`src/rtl/smsd_pkg.sv`:
```
// Shared constants, types and helpers for the sliding median spike detector.
`default_nettype none
package smsd_pkg;
    localparam int VALUE_BINS = 256;
    localparam int MAX_WINDOW = 1024;
    localparam int BIN_W      = $clog2(VALUE_BINS);
    localparam int PTR_W      = $clog2(MAX_WINDOW);
    localparam int LEN_W      = 11;
    localparam int CNT_W      = 11;
    localparam int TWICE_W    = 9;
    localparam int TOTAL_W    = 32;

    typedef struct packed {
        logic             re;
        logic [BIN_W-1:0] raddr;
        logic             we;
        logic [BIN_W-1:0] waddr;
        logic [CNT_W-1:0] wdata;
    } t_hist_req;

    // window length as used: zero acts as one, large values clamp
    function automatic logic [LEN_W-1:0] eff_window(input logic [LEN_W-1:0] w);
        logic [LEN_W-1:0] r;
        r = w;
        if (w == '0) r = LEN_W'(1);
        else if (w > LEN_W'(MAX_WINDOW)) r = LEN_W'(MAX_WINDOW);
        return r;
    endfunction
endpackage
`default_nettype wire

```
`src/rtl/smsd_scan.sv`:
```
// Cumulative histogram scan that finds twice the window median.
`default_nettype none
module smsd_scan import smsd_pkg::*; (
    input  wire logic               i_clk,
    input  wire logic               i_rst_n,
    input  wire logic               i_start,
    input  wire logic               i_vld,
    input  wire logic [BIN_W-1:0]   i_idx,
    input  wire logic [CNT_W-1:0]   i_count,
    input  wire logic [LEN_W-1:0]   i_n,
    output logic      [TWICE_W-1:0] o_twice
);
    logic [CNT_W-1:0]   r_cum, n_cum;
    logic [BIN_W-1:0]   r_lower, n_lower;
    logic               r_have_lower, n_have_lower;
    logic               r_found, n_found;
    logic [TWICE_W-1:0] r_twice, n_twice;
    logic [LEN_W-1:0]   half;

    assign half = {1'b0, i_n[LEN_W-1:1]};

    always_comb begin
        n_cum        = r_cum;
        n_lower      = r_lower;
        n_have_lower = r_have_lower;
        n_found      = r_found;
        n_twice      = r_twice;
        if (i_vld && !r_found) begin
            n_cum = r_cum + i_count;
            if (i_n[0]) begin
                if (n_cum > half) begin
                    n_found = 1'b1;
                    n_twice = {i_idx, 1'b0};
                end
            end else begin
                if (!r_have_lower && n_cum >= half) begin
                    n_lower      = i_idx;
                    n_have_lower = 1'b1;
                end
                if (n_cum >= half + LEN_W'(1)) begin
                    n_found = 1'b1;
                    n_twice = {1'b0, n_lower} + {1'b0, i_idx};
                end
            end
        end
    end

    always_ff @(posedge i_clk) begin
        if (!i_rst_n || i_start) begin
            r_cum        <= '0;
            r_lower      <= '0;
            r_have_lower <= 1'b0;
            r_found      <= 1'b0;
            r_twice      <= '0;
        end else begin
            r_cum        <= n_cum;
            r_lower      <= n_lower;
            r_have_lower <= n_have_lower;
            r_found      <= n_found;
            r_twice      <= n_twice;
        end
    end

    assign o_twice = r_twice;
endmodule
`default_nettype wire

```
`config.mk`:
```
export PLATFORM = sky130hd
export DESIGN_NAME = smsd_scan
export DESIGN_NICKNAME = d
export VERILOG_FILES = /design/src/rtl/smsd_pkg.sv /design/src/rtl/smsd_scan.sv
export SDC_FILE = /design/constraint.sdc
export NUM_CORES = 1
export LEC_CHECK = 0
export BUFFER_PORTS_ARGS = -buffer_cell sky130_fd_sc_hd__buf_2
export CAP_MARGIN = 10
export CELL_PAD_IN_SITES_DETAIL_PLACEMENT = 1
export CELL_PAD_IN_SITES_GLOBAL_PLACEMENT = 1
export CORE_ASPECT_RATIO = 0.75
export CORE_MARGIN = 1.5
export CORE_UTILIZATION = 46
export DETAILED_ROUTE_END_ITERATION = 10
export PLACE_DENSITY = 0.86
export REMOVE_ABC_BUFFERS = 1
export SLEW_MARGIN = 25
export SYNTH_ARGS = -nofsm -noshare
export SYNTH_HDL_FRONTEND = slang
export SYNTH_SLANG_ARGS = --single-unit
export TNS_END_PERCENT = 20
```
`constraint.sdc`:
```
create_clock -name i_clk -period 12.15 [get_ports i_clk]
set_input_delay 2.43 -clock i_clk [delete_from_list [all_inputs] [get_ports i_clk]]
set_output_delay 2.43 -clock i_clk [all_outputs]
set_load 0.02 [all_outputs]
```
-- Word-level counts from Yosys, hierarchy flattened
Cells that the tools add are included.
- input bits: 34
- output and inout bits: 9
- register bits after elaboration: 30
- reduce and logical (&&, ||, !) cells: 10
- $lt $le $gt $ge: 3
- bitwise logic cells: 1
- add/subtract/negate cells: 3
- mux-type cells: 9
- equal/unequal tests: 1
- operators by type and width (operator ; number):
    two-way mux 9 bit ; 3
    two-way mux 8 bit ; 3
    adder 10 x 1 -> 11 bit (second input constant) ; 1
    adder 11 bit ; 1
    greater-or-equal comparator 11 x 10 -> 1 bit ; 1
    greater-or-equal comparator 11 bit ; 1
    > comparator 11 x 10 -> 1 bit ; 1
    adder 8 x 8 -> 9 bit ; 1
    AND reduction 3 bit ; 2
    logical NOT 1 bit ; 3
    two-way mux 1 bit ; 3
    logical AND 1 bit ; 2
    inequality test 2 x 1 -> 1 bit (second input constant) ; 1
    AND reduction 2 bit ; 1
    nonzero test 2 bit ; 1
    logical OR 1 bit ; 1
    NOT 1 bit ; 1

-- Longest topological paths before layout
- depth in word-level cells: 9
- gate-level depth with buffers: 24

-- Least setup slack after synthesis
Ideal clock, no wire load.
- kind: input to register
- start: in i_count[4]
- end: reg r_twice[6], in the netlist o_twice[6]
- required time: 12.017 ns
- path buffers: 0
- cell stages on the path: 22
- data arrival time: 6.941 ns
- setup slack: 5.076 ns
- cells stage by stage: ha_1 o21a_1 o21a_1 and3_1 a221oi_1 xnor2_1 ha_1 nand3_1 or2_2 a21oi_1 nor3_1 a21oi_2 mux2_2 ha_1 fa_1 a21o_1 a21oi_1 o21bai_1 a211oi_1 nor2_1 a211oi_2 nor3_1
- cells in the longest elaborated chain, start to end: 9
- elaborated cells between the ends (all ways): 14
- classes of those cells: add/sub: 2; order compare: 3; eq/ne: 1; mux: 5; reduce/logical: 3
- RTL lines (item ; RTL line ; source):
    start: declaration ; smsd_scan.sv:9 ; input wire logic [CNT_W-1:0] i_count,
    adder 11 bit * ; smsd_scan.sv:29 ; n_cum = r_cum + i_count;
    greater-or-equal comparator 11 x 10 -> 1 bit ; smsd_scan.sv:36 ; if (!r_have_lower && n_cum >= half) begin
    logical AND 1 bit ; smsd_scan.sv:36 ;
    two-way mux 8 bit ; smsd_scan.sv:36 ;
    two-way mux 8 bit ; smsd_scan.sv:30 ; if (i_n[0]) begin
    two-way mux 8 bit ; smsd_scan.sv:28 ; if (i_vld && !r_found) begin
    adder 8 x 8 -> 9 bit ; smsd_scan.sv:42 ; n_twice = {1'b0, n_lower} + {1'b0, i_idx};
    two-way mux 9 bit ; smsd_scan.sv:40 ; if (n_cum >= half + LEN_W'(1)) begin
    two-way mux 9 bit ; smsd_scan.sv:30 ;
    end signal: assignment ; smsd_scan.sv:60 ; r_twice <= n_twice;
    end: declaration ; smsd_scan.sv:17 ; logic [TWICE_W-1:0] r_twice, n_twice;
Mark *: on every way between the ends. The rest lies on a longest branch, timed or not. The select of a mux whose other input is x is not followed.
A chain may end at the register's enable or synchronous reset.

-- Worst setup path in the final report
- start: in i_count[1]
- end: reg r_twice[6], in the netlist o_twice[6]
The elaborated chain is that of the path after synthesis.

==> metrics.yaml <==
sta:
  fin_ws_ns: 4.57
  hold_ws_ns: 0.464
  hold_violations: 0
  rsz0062_at_grt: "false"
  fin_skew_ns: 0.00532
  setup_viol: 0
  worst_slew_pin_slew_ns: 0.765
  fin_tns_setup_ns: 0
  report.final.slew_viol_count: 0
  finalCritPeriodShare: 0.624
  fmax_mhz: 132
  fin_crit_ns: 7.58
  maxSlewHeadroom: 0.490
placed_design:
  dp.final_hpwl_um: 5550
  gp_congestion: 0.872
  preCtsSetupSlack_ns: 4.34
  port_buffers: 42
  post-place-cells: 431
critical_path:
  cp.arrival_ns: 7.74
  max_stage_delay_ns: 0.44
  cp_max_fo: 8
  ff2ff_setup_slack_ns: 6.47
  cp_slowest_cell: "a21oi_2"
  crit_chain: "buf_2 -> ha_1 -> a21o_1 -> a21oi_1 -> o21ai_0 -> a221oi_1 -> xnor2_1 -> ha_1 -> nand3_1 -> or2_2 -> a21oi_1 -> nor3_1 -> a21oi_2 -> mux2_2 -> ha_1 -> fa_1 -> a21o_1 -> a21oi_1 -> o21bai_1 -> a211oi_1 -> nor2_1 -> a211oi_2 -> nor3_1"
  worst-path-buf-inv: 1
  crit_cells: 23
  rr_startpoint: "r_cum[0]"
  cp.required_ns: 12.31
  crit_path_start_kind: "input port"
  path_class: "input port to register"
  r2r_end: "o_twice[6]"
  endpoint_kind: "register"
  crit_path_start: "i_count[1]"
  path_delay_family: "compound AO/OA/AOI/OAI gates"
  crit_end: "o_twice[6]"
  reg2reg_depth: 24
grt:
  grt_usage: 0.244
  grt_max_degree: 31
  grt_pass1_wl_um: 12400
  gr-total-overflow: 0
  antenna_found_initial: 0
  grt_pass1_vias: 2502
yosys:
  ys_top_cells_by_area: "dfxtp_1, ha_1, a21oi_1"
  synth_top_area_frac: 0.224
  yosysTopAreaCell: "dfxtp_1"
  synth_most_common_cell: "ha_1"
  synth_area_um2: 2680
  synthTopCellsByCount: "ha_1, nand2_1, dfxtp_1"
  yosys_warnings: 0
  synth_edf_count: 0
  yosys_register_bits: 30
  syn_inst: 321
  synthArstFlopShare: 0
  syn_avg_cell_area_um2: 8.34
  ys.flop_type: "dfxtp_1"
  ys_types: 48
  synth-seq-area-share: 0.224
finish:
  multi_input_area_um2: 1940
  drive_gt1_frac: 0.193
  nNetsFinal: 439
  nFillCells: 694
  antennaDiodeCount: 0
  area_growth_pct: 13.1
  seq_area_um2: 601
  layout.cells.non_filler: 438
floorplanning:
  ioPinCount: 43
  start_util: 0.489
  die-area_um2: 6290
  die_y_um: 69.1
  die_width_um: 91.1
  core_um2: 5470
  rows: 23
clock_network:
  cts-htree-levels: 2
  numCtsBuffers: 5
  cts_root_buffer: "clkbuf_8"
  cts_tree: "yes"
  cts_resized: 0
  postCtsSetupBuffers: 0
  ctsHoldBuffers: 0
  clock_latency_ns: 0.29
  clk_pin_slew_worst_paths_ns: 0.07
  cts.sinks: 30
  clk_path_buf_depth: 2
pwr:
  peakVddDrop_v: 0.0000482
  p_leak_uw: 0.00142
  power_density_nw_per_um2: 106
routing:
  num_vias: 2429
  drc: 0
  postRouteAntennaNets: 0
  viasPerCell: 5.55
  drt-pass1-iter-count: 4
  initialDrtViolationCount: 81
  wire_per_inst_um: 16.3
  wirelength_um: 7150
hold_path:
  hold_path.class: "register to register"
flow_run:
  drv_cap: 0
run_status:
  status: "finished, final reports clean"
routing by layer:
layer	up-vias	global-route usage	routed length [µm]
met3	8	0.0386	230
met2	39	0.386	3180
met5	-	0	0
met4	0	0.0642	84
met1	1160	0.344	3660
li1	1222	-	-
per-stage QoR:
stage                util  cell area (µm²)  power (µW)
detailed placement  0.539             2950         242
floorplan               -             2630         204
global placement    0.539             2950         236
CTS                 0.553             3030         323
global route        0.554             3030         346
finish              0.554             3030         320
flip-flops by register name (all words and copies together) (netlist names):
register	flops
o_twice	9
r_cum	11
r_found	1
r_have_lower	1
r_lower	8
logic make-up (layout without fill, tap and decap cells):
group	after synthesis	in the layout	share of synthesized area
flip-flops	30	30	0.224
multiplexers	23	23	0.0902
AO/OA/AOI/OAI	77	77	0.195
adder cells (fa/ha/maj)	42	42	0.202
buffers and inverters	33	75	0.0519
XOR/XNOR	21	21	0.0687
AND/OR/NAND/NOR	95	95	0.167
power by group:
part / leakage [µW] / switching, µW / internal [µW] / total [µW]
Combinational: 0.00113 / 78.1 / 59.2 / 137
Clock: 0.0000438 / 39.8 / 38.4 / 78.2
Sequential: 0.000243 / 2.33 / 103 / 105
Total: 0.00142 / 120 / 200 / 320
layout by cell type, fill, tap and decap left out, types with 6 or more instances in the layout:
cell     count
inv_1       24
mux2_2       9
buf_2       42
a21o_1       6
mux2i_1     14
nand2_1     31
nor3_1       8
ha_1        40
nand3_1      7
nor2_1      26
xnor2_1     16
dfxtp_1     30
a21oi_1     28
o21ai_0     14
cell type report:
class / instances / share of cell area
Clock buffer: 5 / 0.0227
Sequential cell: 30 / 0.198
Inverter: 24 / 0.0298
Timing Repair Buffer: 44 / 0.0744
Clock inverter: 2 / 0.00331
Tap cell: 75 / 0.0310
Multi-Input combinational cell: 258 / 0.640
how the worst min path moves through the flow:
| stage | startpoint | slack (ns) | endpoint | cells after the start |
|---|---|---|---|---|
| 6_report | r_cum[0] | 0.46 | r_cum[0] | 2 |
| 5_1_grt | r_cum[4] | 0.49 | r_cum[4] | 2 |
| 4_1_cts | r_cum[0] | 0.47 | r_cum[0] | 2 |
| 3_5_place_dp | r_cum[0] | 0.46 | r_cum[0] | 2 |
| 3_3_place_gp | r_cum[9] | 0.45 | r_cum[9] | 2 |
| 2_1_floorplan | r_cum[0] | 0.44 | r_cum[0] | 2 |
worst register-to-register path, stage by stage, from the launching register on:
cell	delay, ns
dfxtp_1	0.33
ha_1	0.17
inv_1	0.06
fa_1	0.45
nor2b_4	0.15
o31a_1	0.25
o21ai_0	0.15
nor2b_1	0.16
xnor2_1	0.19
ha_1	0.34
nand3_1	0.09
or2_2	0.30
a21oi_1	0.18
nor3_1	0.12
a21oi_2	0.44
mux2_2	0.40
ha_1	0.21
fa_1	0.41
a21o_1	0.17
a21oi_1	0.29
o21bai_1	0.10
a211oi_1	0.24
nor2_1	0.10
a211oi_2	0.21
nor3_1	0.06
Note: power is estimated with default switching activity, not from simulation.
